$ cat config.mk
export PLATFORM = sky130hd
export DESIGN_NAME = weighted_stale_aware_status_vote_core
export DESIGN_NICKNAME = d
export VERILOG_FILES = /design/src/hw/rtl/wsv_pkg.sv /design/src/hw/rtl/wsv_store.sv /design/src/hw/rtl/wsv_accum.sv /design/src/hw/rtl/wsv_decide.sv /design/src/hw/rtl/weighted_stale_aware_status_vote_core.sv
export SDC_FILE = /design/constraint.sdc
export NUM_CORES = 1
export LEC_CHECK = 0
export BUFFER_PORTS_ARGS = -buffer_cell sky130_fd_sc_hd__buf_2
export CORE_MARGIN = 3
export CORE_UTILIZATION = 57
export DETAILED_ROUTE_END_ITERATION = 8
export GPL_TIMING_DRIVEN = 0
export PLACE_DENSITY_LB_ADDON = 0.12
export SLEW_MARGIN = 20
export SYNTH_ARGS = -nofsm -noshare
export SYNTH_HDL_FRONTEND = slang
export SYNTH_SLANG_ARGS = --single-unit
$ cat constraint.sdc
create_clock -name clk -period 9.2 [get_ports clk]
set_clock_uncertainty 0.15 [all_clocks]
set_input_delay 1.84 -clock clk [delete_from_list [all_inputs] [get_ports clk]]
set_output_delay 1.84 -clock clk [all_outputs]
set_load 0.02 [all_outputs]
$ cat src/hw/rtl/wsv_pkg.sv
// wsv_pkg: shared widths, codes and types of the weighted status vote core
// no dependencies
`timescale 1ns / 1ps
`default_nettype none
package wsv_pkg;

	localparam int NUM_DET   = 4;
	localparam int SLOT_W    = 2;
	localparam int STATUS_W  = 2;
	localparam int TIME_W    = 48;
	localparam int WEIGHT_W  = 16;
	localparam int SCORE_W   = 18;
	localparam int CFG_IDX_W = 3;
	localparam int CFG_DAT_W = 64;

	localparam logic [CFG_IDX_W-1:0] REG_MASK    = 3'd0;
	localparam logic [CFG_IDX_W-1:0] REG_WEIGHTS = 3'd1;
	localparam logic [CFG_IDX_W-1:0] REG_STALE_0 = 3'd2;
	localparam logic [CFG_IDX_W-1:0] REG_STALE_1 = 3'd3;
	localparam logic [CFG_IDX_W-1:0] REG_STALE_2 = 3'd4;
	localparam logic [CFG_IDX_W-1:0] REG_STALE_3 = 3'd5;

	localparam logic [STATUS_W-1:0] STAT_INVALID  = 2'd0;
	localparam logic [STATUS_W-1:0] STAT_NOT_MOV  = 2'd1;
	localparam logic [STATUS_W-1:0] STAT_POSSIBLY = 2'd2;
	localparam logic [STATUS_W-1:0] STAT_MOVING   = 2'd3;

	localparam logic [CFG_DAT_W-1:0] WEIGHTS_RST = 64'h0001_0001_0001_0001;

	typedef struct packed {
		logic [STATUS_W-1:0] status;
		logic [TIME_W-1:0]   stamp;
	} entry_t;

	typedef struct packed {
		logic              clr;
		logic              upd_latest;
		logic              upd_score;
		logic [SLOT_W-1:0] slot;
	} acc_ctl_t;

	typedef logic [NUM_DET-1:0][WEIGHT_W-1:0] weights_t;
	typedef logic [NUM_DET-1:0][TIME_W-1:0]   stale_t;
	typedef logic [3:1][SCORE_W-1:0]          scores_t;
	typedef logic [3:1]                       voted_t;

endpackage
`default_nettype wire

$ cat src/hw/rtl/wsv_store.sv
// wsv_store: four-entry report memory with registered read
// entries never written read as invalid status at time zero; uses wsv_pkg
`timescale 1ns / 1ps
`default_nettype none
module wsv_store (
	input  wire logic                        clk,
	input  wire logic                        arst_n,
	input  wire logic                        wr_en,
	input  wire logic [wsv_pkg::SLOT_W-1:0]  wr_addr,
	input  wire wsv_pkg::entry_t             wr_data,
	input  wire logic                        rd_en,
	input  wire logic [wsv_pkg::SLOT_W-1:0]  rd_addr,
	output wsv_pkg::entry_t                  rd_data
);

	wsv_pkg::entry_t                 mem [wsv_pkg::NUM_DET];
	logic [wsv_pkg::NUM_DET-1:0]     valid_q;
	wsv_pkg::entry_t                 rd_raw_s1;
	logic                            rd_valid_s1;

	always_ff @(posedge clk) begin
		if (wr_en) begin
			mem[wr_addr] <= wr_data;
		end
		if (rd_en) begin
			rd_raw_s1 <= mem[rd_addr];
		end
	end

	always_ff @(posedge clk or negedge arst_n) begin
		if (!arst_n) begin
			valid_q     <= '0;
			rd_valid_s1 <= 1'b0;
		end else begin
			if (wr_en) begin
				valid_q[wr_addr] <= 1'b1;
			end
			if (rd_en) begin
				rd_valid_s1 <= valid_q[rd_addr];
			end
		end
	end

	assign rd_data = rd_valid_s1 ? rd_raw_s1 : '0;

endmodule
`default_nettype wire

$ cat src/hw/rtl/wsv_accum.sv
// wsv_accum: latest-time sweep and weighted score sweep over read-back entries
// driven by the sequencer through acc_ctl_t; uses wsv_pkg
`timescale 1ns / 1ps
`default_nettype none
module wsv_accum (
	input  wire logic                        clk,
	input  wire logic                        arst_n,
	input  wire wsv_pkg::acc_ctl_t           ctl,
	input  wire wsv_pkg::entry_t             rd_data,
	input  wire logic [wsv_pkg::NUM_DET-1:0] enable_mask,
	input  wire wsv_pkg::weights_t           weights,
	input  wire wsv_pkg::stale_t             stale_limit,
	output wsv_pkg::scores_t                 scores,
	output wsv_pkg::voted_t                  voted
);

	logic                         any_q;
	logic [wsv_pkg::TIME_W-1:0]   latest_q;
	wsv_pkg::scores_t             score_q;
	wsv_pkg::voted_t              voted_q;
	logic                         slot_en;
	logic [wsv_pkg::TIME_W-1:0]   age;
	logic                         vote;

	assign slot_en = enable_mask[ctl.slot];
	assign age     = latest_q - rd_data.stamp;
	assign vote    = ctl.upd_score && slot_en && (rd_data.status != wsv_pkg::STAT_INVALID)
		&& (age <= stale_limit[ctl.slot]);

	always_ff @(posedge clk or negedge arst_n) begin
		if (!arst_n) begin
			any_q    <= 1'b0;
			latest_q <= '0;
			score_q  <= '0;
			voted_q  <= '0;
		end else if (ctl.clr) begin
			any_q    <= 1'b0;
			latest_q <= '0;
			score_q  <= '0;
			voted_q  <= '0;
		end else begin
			if (ctl.upd_latest && slot_en) begin
				any_q <= 1'b1;
				if (!any_q || (rd_data.stamp > latest_q)) begin
					latest_q <= rd_data.stamp;
				end
			end
			for (int s = 1; s < 4; s++) begin
				if (vote && (rd_data.status == wsv_pkg::STATUS_W'(s))) begin
					score_q[s] <= score_q[s] + wsv_pkg::SCORE_W'(weights[ctl.slot]);
					voted_q[s] <= 1'b1;
				end
			end
		end
	end

	assign scores = score_q;
	assign voted  = voted_q;

endmodule
`default_nettype wire

$ cat src/hw/rtl/wsv_decide.sv
// wsv_decide: two-stage pick of the top status and the one-percent near-tie test
// uses wsv_pkg
`timescale 1ns / 1ps
`default_nettype none
module wsv_decide (
	input  wire logic                          clk,
	input  wire logic                          arst_n,
	input  wire logic                          go,
	input  wire wsv_pkg::scores_t              scores,
	input  wire wsv_pkg::voted_t               voted,
	output logic                               out_valid,
	output logic [wsv_pkg::STATUS_W-1:0]       out_status,
	output logic [wsv_pkg::SCORE_W-1:0]        out_score
);

	localparam int PROD_W = wsv_pkg::SCORE_W + 7;

	logic [wsv_pkg::STATUS_W-1:0] top_c;
	logic [wsv_pkg::SCORE_W-1:0]  best_c;
	logic                         near_c;

	logic                         go_s1;
	logic [wsv_pkg::STATUS_W-1:0] top_s1;
	logic [wsv_pkg::SCORE_W-1:0]  max_s1;
	wsv_pkg::scores_t             scores_s1;
	wsv_pkg::voted_t              voted_s1;

	logic                         done_s2;
	logic [wsv_pkg::STATUS_W-1:0] status_s2;
	logic [wsv_pkg::SCORE_W-1:0]  score_s2;

	// lowest code wins on equal scores
	always_comb begin
		top_c  = wsv_pkg::STAT_INVALID;
		best_c = '0;
		for (int s = 1; s < 4; s++) begin
			if (voted[s] && ((top_c == wsv_pkg::STAT_INVALID) || (scores[s] > best_c))) begin
				top_c  = wsv_pkg::STATUS_W'(s);
				best_c = scores[s];
			end
		end
	end

	// 100 * (max - s) < max
	always_comb begin
		logic [wsv_pkg::SCORE_W-1:0] diff;
		logic [PROD_W-1:0]           prod;
		near_c = 1'b0;
		diff   = '0;
		prod   = '0;
		for (int s = 1; s < 4; s++) begin
			diff = max_s1 - scores_s1[s];
			prod = {1'b0, diff, 6'b0} + {2'b0, diff, 5'b0} + {5'b0, diff, 2'b0};
			if ((top_s1 != wsv_pkg::STATUS_W'(s)) && voted_s1[s]
				&& (prod < PROD_W'(max_s1))) begin
				near_c = 1'b1;
			end
		end
	end

	always_ff @(posedge clk) begin
		if (go) begin
			top_s1    <= top_c;
			max_s1    <= best_c;
			scores_s1 <= scores;
			voted_s1  <= voted;
		end
		if (go_s1) begin
			if (top_s1 == wsv_pkg::STAT_INVALID) begin
				status_s2 <= wsv_pkg::STAT_INVALID;
				score_s2  <= '0;
			end else begin
				status_s2 <= near_c ? wsv_pkg::STAT_POSSIBLY : top_s1;
				score_s2  <= max_s1;
			end
		end
	end

	always_ff @(posedge clk or negedge arst_n) begin
		if (!arst_n) begin
			go_s1   <= 1'b0;
			done_s2 <= 1'b0;
		end else begin
			go_s1   <= go;
			done_s2 <= go_s1;
		end
	end

	assign out_valid  = done_s2;
	assign out_status = status_s2;
	assign out_score  = score_s2;

endmodule
`default_nettype wire

$ cat src/hw/rtl/weighted_stale_aware_status_vote_core.sv
// weighted_stale_aware_status_vote_core: top level, configuration registers and sequencer
// a report transfer starts two read sweeps of the four-entry report memory (one entry per cycle)
// and then the decide stage; a new report is taken only after the result strobe
// busy from the transfer until the result cycle; the receiver cannot stall
// reset: arst_n clears registers to their defaults, all entries read invalid at time zero
// depends on wsv_pkg, wsv_store, wsv_accum, wsv_decide
`timescale 1ns / 1ps
`default_nettype none
module weighted_stale_aware_status_vote_core (
	input  wire logic                           clk,
	input  wire logic                           arst_n,
	input  wire logic                           start,
	output logic                                busy,
	input  wire logic [wsv_pkg::SLOT_W-1:0]     detector_index,
	input  wire logic [wsv_pkg::STATUS_W-1:0]   reported_status,
	input  wire logic [wsv_pkg::TIME_W-1:0]     report_time,
	output logic                                done,
	output logic [wsv_pkg::STATUS_W-1:0]        fused_status,
	output logic [wsv_pkg::SCORE_W-1:0]         top_score,
	output logic                                report_rejected,
	input  wire logic                           cfg_valid,
	output logic                                cfg_ready,
	input  wire logic [wsv_pkg::CFG_IDX_W-1:0]  cfg_index,
	input  wire logic [wsv_pkg::CFG_DAT_W-1:0]  cfg_data
);

	typedef enum logic [3:0] {
		ST_IDLE  = 4'b0001,
		ST_RUN   = 4'b0010,
		ST_DEC   = 4'b0100,
		ST_DRAIN = 4'b1000
	} state_t;

	state_t                           state_q;
	logic [3:0]                       step_q;
	logic                             rej_q;
	logic                             lat_s1;
	logic                             scr_s1;
	logic [wsv_pkg::SLOT_W-1:0]       slot_s1;

	logic [wsv_pkg::NUM_DET-1:0]      mask_q;
	wsv_pkg::weights_t                weights_q;
	wsv_pkg::stale_t                  stale_q;

	logic                             accept;
	logic                             slot_ok;
	logic                             rd_en;
	wsv_pkg::entry_t                  wr_data;
	wsv_pkg::entry_t                  rd_data;
	wsv_pkg::acc_ctl_t                ctl;
	wsv_pkg::scores_t                 scores;
	wsv_pkg::voted_t                  voted;
	logic                             dec_go;
	logic                             dec_valid;

	assign busy      = (state_q != ST_IDLE);
	assign accept    = start && !busy;
	assign slot_ok   = mask_q[detector_index];
	assign cfg_ready = 1'b1;

	// configuration registers
	always_ff @(posedge clk or negedge arst_n) begin
		if (!arst_n) begin
			mask_q    <= '0;
			weights_q <= wsv_pkg::WEIGHTS_RST;
			stale_q   <= '0;
		end else if (cfg_valid && cfg_ready) begin
			unique case (cfg_index)
				wsv_pkg::REG_MASK:    mask_q     <= cfg_data[wsv_pkg::NUM_DET-1:0];
				wsv_pkg::REG_WEIGHTS: weights_q  <= cfg_data;
				wsv_pkg::REG_STALE_0: stale_q[0] <= cfg_data[wsv_pkg::TIME_W-1:0];
				wsv_pkg::REG_STALE_1: stale_q[1] <= cfg_data[wsv_pkg::TIME_W-1:0];
				wsv_pkg::REG_STALE_2: stale_q[2] <= cfg_data[wsv_pkg::TIME_W-1:0];
				wsv_pkg::REG_STALE_3: stale_q[3] <= cfg_data[wsv_pkg::TIME_W-1:0];
				default: begin
				end
			endcase
		end
	end

	// sequencer: eight reads, first four for latest time, last four for scoring
	always_ff @(posedge clk or negedge arst_n) begin
		if (!arst_n) begin
			state_q <= ST_IDLE;
			step_q  <= '0;
			rej_q   <= 1'b0;
			lat_s1  <= 1'b0;
			scr_s1  <= 1'b0;
			slot_s1 <= '0;
		end else begin
			lat_s1  <= rd_en && !step_q[2];
			scr_s1  <= rd_en && step_q[2];
			slot_s1 <= step_q[1:0];
			unique case (state_q)
				ST_IDLE: begin
					if (accept) begin
						state_q <= ST_RUN;
						step_q  <= '0;
						rej_q   <= !slot_ok;
					end
				end
				ST_RUN: begin
					step_q <= step_q + 4'd1;
					if (step_q[3]) begin
						state_q <= ST_DEC;
					end
				end
				ST_DEC: begin
					state_q <= ST_DRAIN;
				end
				ST_DRAIN: begin
					if (dec_valid) begin
						state_q <= ST_IDLE;
					end
				end
				default: begin
					state_q <= ST_IDLE;
				end
			endcase
		end
	end

	assign rd_en  = (state_q == ST_RUN) && !step_q[3];
	assign dec_go = (state_q == ST_DEC);

	assign wr_data.status = reported_status;
	assign wr_data.stamp  = report_time;

	assign ctl.clr        = accept;
	assign ctl.upd_latest = lat_s1;
	assign ctl.upd_score  = scr_s1;
	assign ctl.slot       = slot_s1;

	wsv_store u_store (
		.clk     (clk),
		.arst_n  (arst_n),
		.wr_en   (accept && slot_ok),
		.wr_addr (detector_index),
		.wr_data (wr_data),
		.rd_en   (rd_en),
		.rd_addr (step_q[1:0]),
		.rd_data (rd_data)
	);

	wsv_accum u_accum (
		.clk         (clk),
		.arst_n      (arst_n),
		.ctl         (ctl),
		.rd_data     (rd_data),
		.enable_mask (mask_q),
		.weights     (weights_q),
		.stale_limit (stale_q),
		.scores      (scores),
		.voted       (voted)
	);

	wsv_decide u_decide (
		.clk        (clk),
		.arst_n     (arst_n),
		.go         (dec_go),
		.scores     (scores),
		.voted      (voted),
		.out_valid  (dec_valid),
		.out_status (fused_status),
		.out_score  (top_score)
	);

	assign done            = dec_valid;
	assign report_rejected = rej_q;

`ifndef SYNTHESIS
	a_done_in_drain: assert property (@(posedge clk) disable iff (!arst_n)
		done |-> (state_q == ST_DRAIN))
		else $error("result strobe outside drain state");

	a_accept_busy: assert property (@(posedge clk) disable iff (!arst_n)
		accept |=> (busy && (step_q == 4'd0)))
		else $error("sequencer did not start after transfer");

	a_done_single: assert property (@(posedge clk) disable iff (!arst_n)
		done |=> !done)
		else $error("result strobe longer than one cycle");

	a_invalid_zero: assert property (@(posedge clk) disable iff (!arst_n)
		(done && (fused_status == wsv_pkg::STAT_INVALID)) |-> (top_score == '0))
		else $error("invalid result with non-zero score");
`endif

endmodule
`default_nettype wire
-- Yosys cells after proc, flatten, opt, wreduce, memory -nomap -nowiden
Memories as Yosys holds them, arrays and structs flattened. A register that Yosys moved wholly into a read port is not among the register bits.
Index checks and enable logic that the tools add are counted.
W data, S select, Z words.
- flip-flop bits (word level): 483
- RAM bits: 200
- input bits: 123
- output and inout port bits: 24
- logic and storage cells: 176
- memories kept: 1
- memory list (memory ; words ; width ; read ports ; clocked after Yosys merged registers in ; wr ports ; RTL line ; source):
    u_store.mem ; 4 ; 50 ; 1 ; 1 ; 1 ; wsv_store.sv:16 ; wsv_pkg::entry_t mem [wsv_pkg::NUM_DET];
- $add $sub $neg: 14
- $lt $le $gt $ge: 11
- equality and inequality tests: 19
- muxes and demuxes: 43
- bitwise operators: 1
- reductions and logical operators: 51
- operator list (cell ; number):
    $mux W48 ; 4
    $mux W18 ; 6
    $bmux W48 S2 ; 1
    $add A24 B23 Y25 ; 3
    $add A25 B20 Y25 ; 3
    $lt A25 B18 Y1 ; 3
    $add A18 B16 Y18 ; 3
    $mux W54 ; 1
    $sub A18 B18 Y18 ; 3
    $mux W50 ; 1
    $gt A48 B48 Y1 ; 1
    $le A48 B48 Y1 ; 1
    $sub A48 B48 Y48 ; 1
    $gt A18 B18 Y1 ; 2
    $bmux W16 S2 ; 1
    $logic_and A1 B1 Y1 ; 21
    $reduce_and A2 Y1 ; 9
    $mux W16 ; 1
    $mux W4 ; 4
    $pmux W4 S4 ; 1
    $mux W1 ; 15
    $reduce_bool A2 Y1 ; 7
    $lt A2 B3 Y1 const B ; 3
    $ne A2 B2 Y1 const B ; 4
    25 further kinds ; 40

-- Logic depth before layout (Yosys ltp)
- depth after elaboration: 9
- depth in mapped cells: 32

-- Hierarchy
From an unflattened synthesis, not the netlist that was laid out.
- cell total of the unflattened synthesis: 3623
- area, all modules: 43331.6 um^2
- by module, submodules not included (module ; instances ; cells an instance ; area each (um^2) ; seq. area each (um^2)):
    wsv_decide ; 1 ; 1364 ; 12203.0 ; 2962.8
    wsv_accum ; 1 ; 1268 ; 11537.3 ; 2652.5
    weighted_stale_aware_status_vote_core ; 1 ; 604 ; 10259.8 ; 6837.8
    wsv_store ; 1 ; 387 ; 9331.4 ; 7632.3

-- Least setup slack after synthesis
OpenSTA, ideal clock, no wires.
- kind: register to register
- from: reg state_q[3]
- to: reg u_decide.go_s1
- arrival time: 8.491 ns
- path slack: -0.367 ns
- stages on the path, launching flop included: 3
- period minus slack after synthesis: 9.567 ns
- cell sequence: dfrtp_1 clkbuf_1 nor4b_1
- cells in the longest elaborated chain, start to end: 1
- ends and longest elaborated chain (element ; RTL line ; source):
    start, declared ; weighted_stale_aware_status_vote_core.sv:34 ; state_t state_q;
    start signal, assigned ; weighted_stale_aware_status_vote_core.sv:84 ; state_q <= ST_IDLE;
    start signal, assigned ; weighted_stale_aware_status_vote_core.sv:97 ; state_q <= ST_RUN;
    start signal, assigned ; weighted_stale_aware_status_vote_core.sv:105 ; state_q <= ST_DEC;
    $eq A4 B3 Y1 ; weighted_stale_aware_status_vote_core.sv:124 ; assign dec_go = (state_q == ST_DEC);
    via dec_go ; weighted_stale_aware_status_vote_core.sv:53 ; logic dec_go;
    end signal, assigned ; wsv_decide.sv:84 ; go_s1 <= go;
    end, declared ; wsv_decide.sv:22 ; logic go_s1;
The timed path passes the listed nets, and every way through them passes these cells.
A chain may end at the register's enable or synchronous reset.

-- Final worst setup path
- from: reg u_store.rd_valid_s1
- to: reg u_accum.score_q (netlist bit u_accum.scores[0])
- cells in the longest elaborated chain, start to end: 6
- elaborated cells on any way between the ends: 9
- those cells by class: add/sub: 1; order compare: 1; eq/ne: 1; mux: 1; reduce/logical: 5
- ends and longest elaborated chain (element ; RTL line ; source):
    start, declared ; wsv_store.sv:19 ; logic rd_valid_s1;
    start signal, assigned ; wsv_store.sv:39 ; rd_valid_s1 <= valid_q[rd_addr];
    $mux W50 * ; wsv_store.sv:44 ; assign rd_data = rd_valid_s1 ? rd_raw_s1 : '0;
    $sub A48 B48 Y48 / $reduce_bool A2 Y1 (equally long branches) ; wsv_accum.sv:26, wsv_accum.sv:27 ;
    $le A48 B48 Y1 / $logic_and A1 B1 Y1 (equally long branches) ; wsv_accum.sv:28, wsv_accum.sv:27 ;
    $logic_and A1 B1 Y1 ; wsv_accum.sv:28 ; && (age <= stale_limit[ctl.slot]);
    $logic_and A1 B1 Y1 * ; wsv_accum.sv:49 ; if (vote && (rd_data.status == wsv_pkg::STATUS_W'(s))) begin
    $reduce_bool A2 Y1 (no line) * ; n/a ;
    end signal, assigned by index ; wsv_accum.sv:50 ; score_q[s] <= score_q[s] + wsv_pkg::SCORE_W'(weights[ctl.slot]);
    end, declared ; wsv_accum.sv:19 ; wsv_pkg::scores_t score_q;
Every way passes the cells marked *; elsewhere a longest branch is shown, timed or not.

==> impl_summary.txt <==
----------------------------------------------------
[Setup path]
  Endpoint required time on the critical path ... 9.58 ns
  Endpoint kind of the worst setup timing path ... register
  Class of the most critical setup path ... register to register
  Crit path max fanout ... 10
  Slowest cell on the critical path ... sky130_fd_sc_hd__nor4b_4
  Worst reg2reg startpoint ... u_store.rd_valid_s1
  WP data arrival ... 8.91 ns
  Startpoint types ... register
  Crit path launch ... u_store.rd_valid_s1
  Delay contributed by the slowest stage of the critical path ... 0.64 ns

[Placement]
  Placed cells ... 4,703
  Pre-CTS setup slack ... 0.508 ns
  Port buffer count ... 145
  DPL Wire Length ... 79,600 um
  Final RePlAce weighted congestion ... 0.885

[Cells and area]
  Share of layout cells above drive strength 1 ... 19.0%
  Combined area of the multi-input logic cells ... 20,900 um^2
  FF+latch area ... 20,100 um^2
  Count of non-filler cells in the finished layout ... 4,860
  P&R area growth vs syn ... 12.1%
  Total of fill cells in the finished design ... 5,668
  Number of nets in the finished design ... 4,348

[Drt]
  1st-iter DRT viols ... 1,702
  Vias per Instance ... 5.93
  Post-detailed-route count of antenna-violating nets ... 0
  Average wire length per cell after detail routing ... 21.4 um
  Total vias in the final route ... 28,798
  Drc violations ... 0
  Total wire length ... 104,000 um
  Number of detailed-route iterations in the first pass ... 5

[STA]
  Relative max-transition margin ... 30.7%
  Worst-case setup margin in the final layout ... 0.676 ns
  Max Clock Freq ... 117 MHz
  Pins Over Slew Limit ... 0
  Total negative slack for setup checks ... 0 ns
  Setup repair after global routing missed its margin ... false
  WHS ... 0.258 ns
  Final setup fails ... 0
  Worst Tran Pin Value ... 1.04 ns
  Final hold viol count ... 0
  Final critical path time including I/O delays and setup ... 8.52 ns
  Period Utilization, post-route ... 92.7%

[Clock tree]
  Clock latency on the worst-skew pair ... 0.65 ns
  Inserted Clock Buffers ... 80
  Count of H-tree levels built during CTS ... 3
  CTS Buffer Depth ... 3
  CTS tree ... yes
  Clock Sinks ... 733
  Clock root buffer ... sky130_fd_sc_hd__clkbuf_16
  Reg clk slew, reported paths ... 0.06 ns
  Post-CTS setup buffers ... 0

[Power and ir drop]
  Power density relative to cell area ... 245 nW/um^2
  Standby leakage power ... 20.4 nW
  Post-route total power ... 11.7 mW
  Peak supply drop ... 0.174 mV

[Floorplanning]
  Initial Utilization ... 57.8%
  Die outline area ... 77,900 um^2
  IO Pins ... 147
  Core ar. ... 73,500 um^2
  Placement row count ... 99
  Die Wd ... 279 um
  DIE HEIGHT ... 279 um

[Worst hold path]
  Hold Path Class ... register to register
  Worst Hold Launch ... step_q[1]

[Synthesis]
  Xor and xnor fraction of the mapped netlist area ... 3.75%
  Share of the synthesized area in compound gates (AO/OA/AOI/OAI) ... 10.1%
  Most used flip-flop cell after synthesis ... sky130_fd_sc_hd__dfrtp_1
  Synthesized cell area ... 42,500 um^2
  Number of warnings printed during yosys synthesis ... 0
  Distinct cells, synth ... 82
  Sequential area share after synthesis ... 47.3%
  Adder and majority gate portion of the synthesized area ... 12.4%
  Synth async-reset ratio ... 52.7%
  Number of synthesized register bits ... 733
  Mux share of post-synthesis cell area ... 14.2%
  Simple-gate share of the synthesized area ... 8.71%
  Post-synth EDFFs ... 347
  Post-synthesis cell count ... 3,566
  Nets in the synthesized netlist ... 4,088
  Synthesized area divided by synthesized cell count ... 11.9 um^2
  Combinational family with the most area after synthesis ... multiplexers

[GRT]
  Global-route wire length before repair ... 162,000 um
  Global-route total usage across every layer ... 26.8%
  Antenna violations before repair ... 9
  Maximum number of pins on one net before global-route repair ... 93
  Total gr overflow ... 0
  Via count of the first global-routing pass ... 29,252

[Run]
  Number of max-cap violations ... 0

[Status]
  Status ... completed

----------------------------------------------------
-- kinds of logic (layout without fill, tap and decap cells) --
kind of cell               count (synthesis)  in the layout
adders and majority gates                399            399
AOI/OAI and AO/OA                        658            658
xor gates and xnor gates                 182            182
buffers and inverters                    392            720
muxes                                    422            422
and+or+nand+nor                          779            779
other                                      1              8
DFF                                      733            733
-- layout make-up --
class                      instances  area share (%)
antenna                            7          0.0368
buffer                           125            1.13
clock buffer                     113            4.81
clock inverter                    37           0.930
inverter                         267            2.10
multi-input combinational       2441            43.9
sequential                       733            42.2
tap                              959            2.52
timing repair buffer             178            2.35
-- metal layers --
| metal | wire length, um | vias up | track usage, % |
|---|---|---|---|
| li1 | - | 13669 | - |
| met1 | 43000 | 14343 | 33.1 |
| met2 | 53600 | 584 | 48.4 |
| met3 | 3630 | 198 | 3.61 |
| met4 | 3790 | 4 | 9.48 |
| met5 | 27 | - | 0 |
-- critical path, delay by kind of cell, from the launching register on --
family	cells	cell delay (ns)
flops	1	0.32
buf+inv	5	1.82
fa+ha+maj	2	0.54
compound gates	13	3.26
xor+xnor	1	0.16
simple gates	7	2.16
-- repair_timing --
item	CTS	global route
endpoints found under the setup margin	0	10
endpoints found under the hold margin	0	0
hold buffers	0	0
resized for setup	0	3
-- through the flow --
step	instance area (um^2)	util, %
2_1_floorplan	42500	-
3_3_place_gp	44400	60.5
3_5_place_dp	44900	61.1
4_1_cts	47600	64.8
5_1_grt	47600	64.8
6_report	47600	64.8
-- final timing paths --
path                                endpoint  cells past startpoint  slack, ns
hold / removal                    slot_s1[1]                      0       0.26
max in group asynchronous         state_q[0]                      3       6.66
min in group asynchronous      weights_q[51]                      1       1.00
hold reg to reg                   slot_s1[1]                      0       0.26
setup reg to reg           u_accum.scores[0]                     28       0.68
setup / recovery           u_accum.scores[0]                     28       0.68
-- cells in the mapped netlist (8+ instances only) --
cell / n / share of area (%)
sky130_fd_sc_hd__nand2_1: 247 / 2.2
sky130_fd_sc_hd__a31oi_1: 29 / 0.43
sky130_fd_sc_hd__o31ai_1: 14 / 0.25
sky130_fd_sc_hd__dfrtp_1: 381 / 22
sky130_fd_sc_hd__nor3_1: 47 / 0.55
sky130_fd_sc_hd__or3_1: 13 / 0.19
sky130_fd_sc_hd__o21a_1: 37 / 0.65
sky130_fd_sc_hd__o22ai_1: 8 / 0.12
sky130_fd_sc_hd__o21bai_1: 23 / 0.41
sky130_fd_sc_hd__buf_1: 29 / 0.26
sky130_fd_sc_hd__edfxtp_1: 347 / 25
sky130_fd_sc_hd__mux2i_1: 43 / 1.0
sky130_fd_sc_hd__a2111oi_0: 9 / 0.19
sky130_fd_sc_hd__a211oi_1: 26 / 0.46
sky130_fd_sc_hd__and2_1: 10 / 0.15
sky130_fd_sc_hd__and3_1: 12 / 0.18
sky130_fd_sc_hd__fa_1: 36 / 1.7
sky130_fd_sc_hd__a21oi_1: 175 / 2.1
sky130_fd_sc_hd__o211ai_1: 8 / 0.14
sky130_fd_sc_hd__mux2_2: 262 / 6.9
sky130_fd_sc_hd__clkbuf_1: 82 / 0.72
sky130_fd_sc_hd__a21o_1: 102 / 1.8
sky130_fd_sc_hd__nand3_1: 54 / 0.64
sky130_fd_sc_hd__o21ai_0: 99 / 1.2
sky130_fd_sc_hd__xnor2_1: 127 / 2.6
sky130_fd_sc_hd__mux4_2: 117 / 6.2
sky130_fd_sc_hd__or2_2: 11 / 0.16
sky130_fd_sc_hd__nand4_1: 79 / 1.2
sky130_fd_sc_hd__xor2_1: 55 / 1.1
sky130_fd_sc_hd__o21ai_1: 45 / 0.53
sky130_fd_sc_hd__nand2b_1: 25 / 0.37
sky130_fd_sc_hd__nor2b_1: 33 / 0.49
sky130_fd_sc_hd__and4_1: 8 / 0.16
sky130_fd_sc_hd__nor4_1: 9 / 0.13
sky130_fd_sc_hd__nor2_1: 205 / 1.8
sky130_fd_sc_hd__ha_1: 363 / 11
sky130_fd_sc_hd__a21boi_0: 10 / 0.18
sky130_fd_sc_hd__inv_1: 267 / 2.4
-- layout by cell type, fill, tap and decap left out, drive strengths merged, types with 9 or more instances in the layout --
| master | instances |
|---|---|
| or2 | 11 |
| nand4 | 79 |
| a21boi | 10 |
| a31oi | 29 |
| nor3 | 47 |
| ha | 363 |
| mux2 | 262 |
| dfrtp | 381 |
| a211oi | 26 |
| o21bai | 23 |
| o31a | 10 |
| nor2 | 205 |
| edfxtp | 347 |
| or3 | 13 |
| nor4 | 9 |
| clkbuf | 195 |
| nor2b | 33 |
| fa | 36 |
| clkinv | 23 |
| a21oi | 176 |
| inv | 268 |
| o21ai | 146 |
| a21o | 102 |
| xor2 | 55 |
| and3 | 13 |
| o31ai | 15 |
| mux4 | 117 |
| a2111oi | 9 |
| and2 | 10 |
| mux2i | 43 |
| nand2 | 247 |
| nand2b | 25 |
| xnor2 | 127 |
| nand3 | 54 |
| buf | 221 |
| o21a | 37 |
-- flip-flops by register name (all words and copies together) (netlist names), 4 cells and up --
signal / count
u_store.mem: 200
stale_q: 192
weights_q: 64
u_accum.scores: 54
u_decide.scores_s1: 54
u_store.rd_raw_s1: 50
u_accum.latest_q: 48
u_decide.max_s1: 18
u_decide.out_score: 18
mask_q: 4
state_q: 4
step_q: 4
u_store.valid_q: 4
-- power breakdown --
group | internal [mW] | leakage [nW] | switching [mW]
clock network | 1.90 | 1.31 | 1.38
logic | 1.88 | 11.1 | 2.40
registers | 3.88 | 8.01 | 0.234
total | 7.66 | 20.4 | 4.01
No activity file was read; power rests on OpenSTA's default activity.
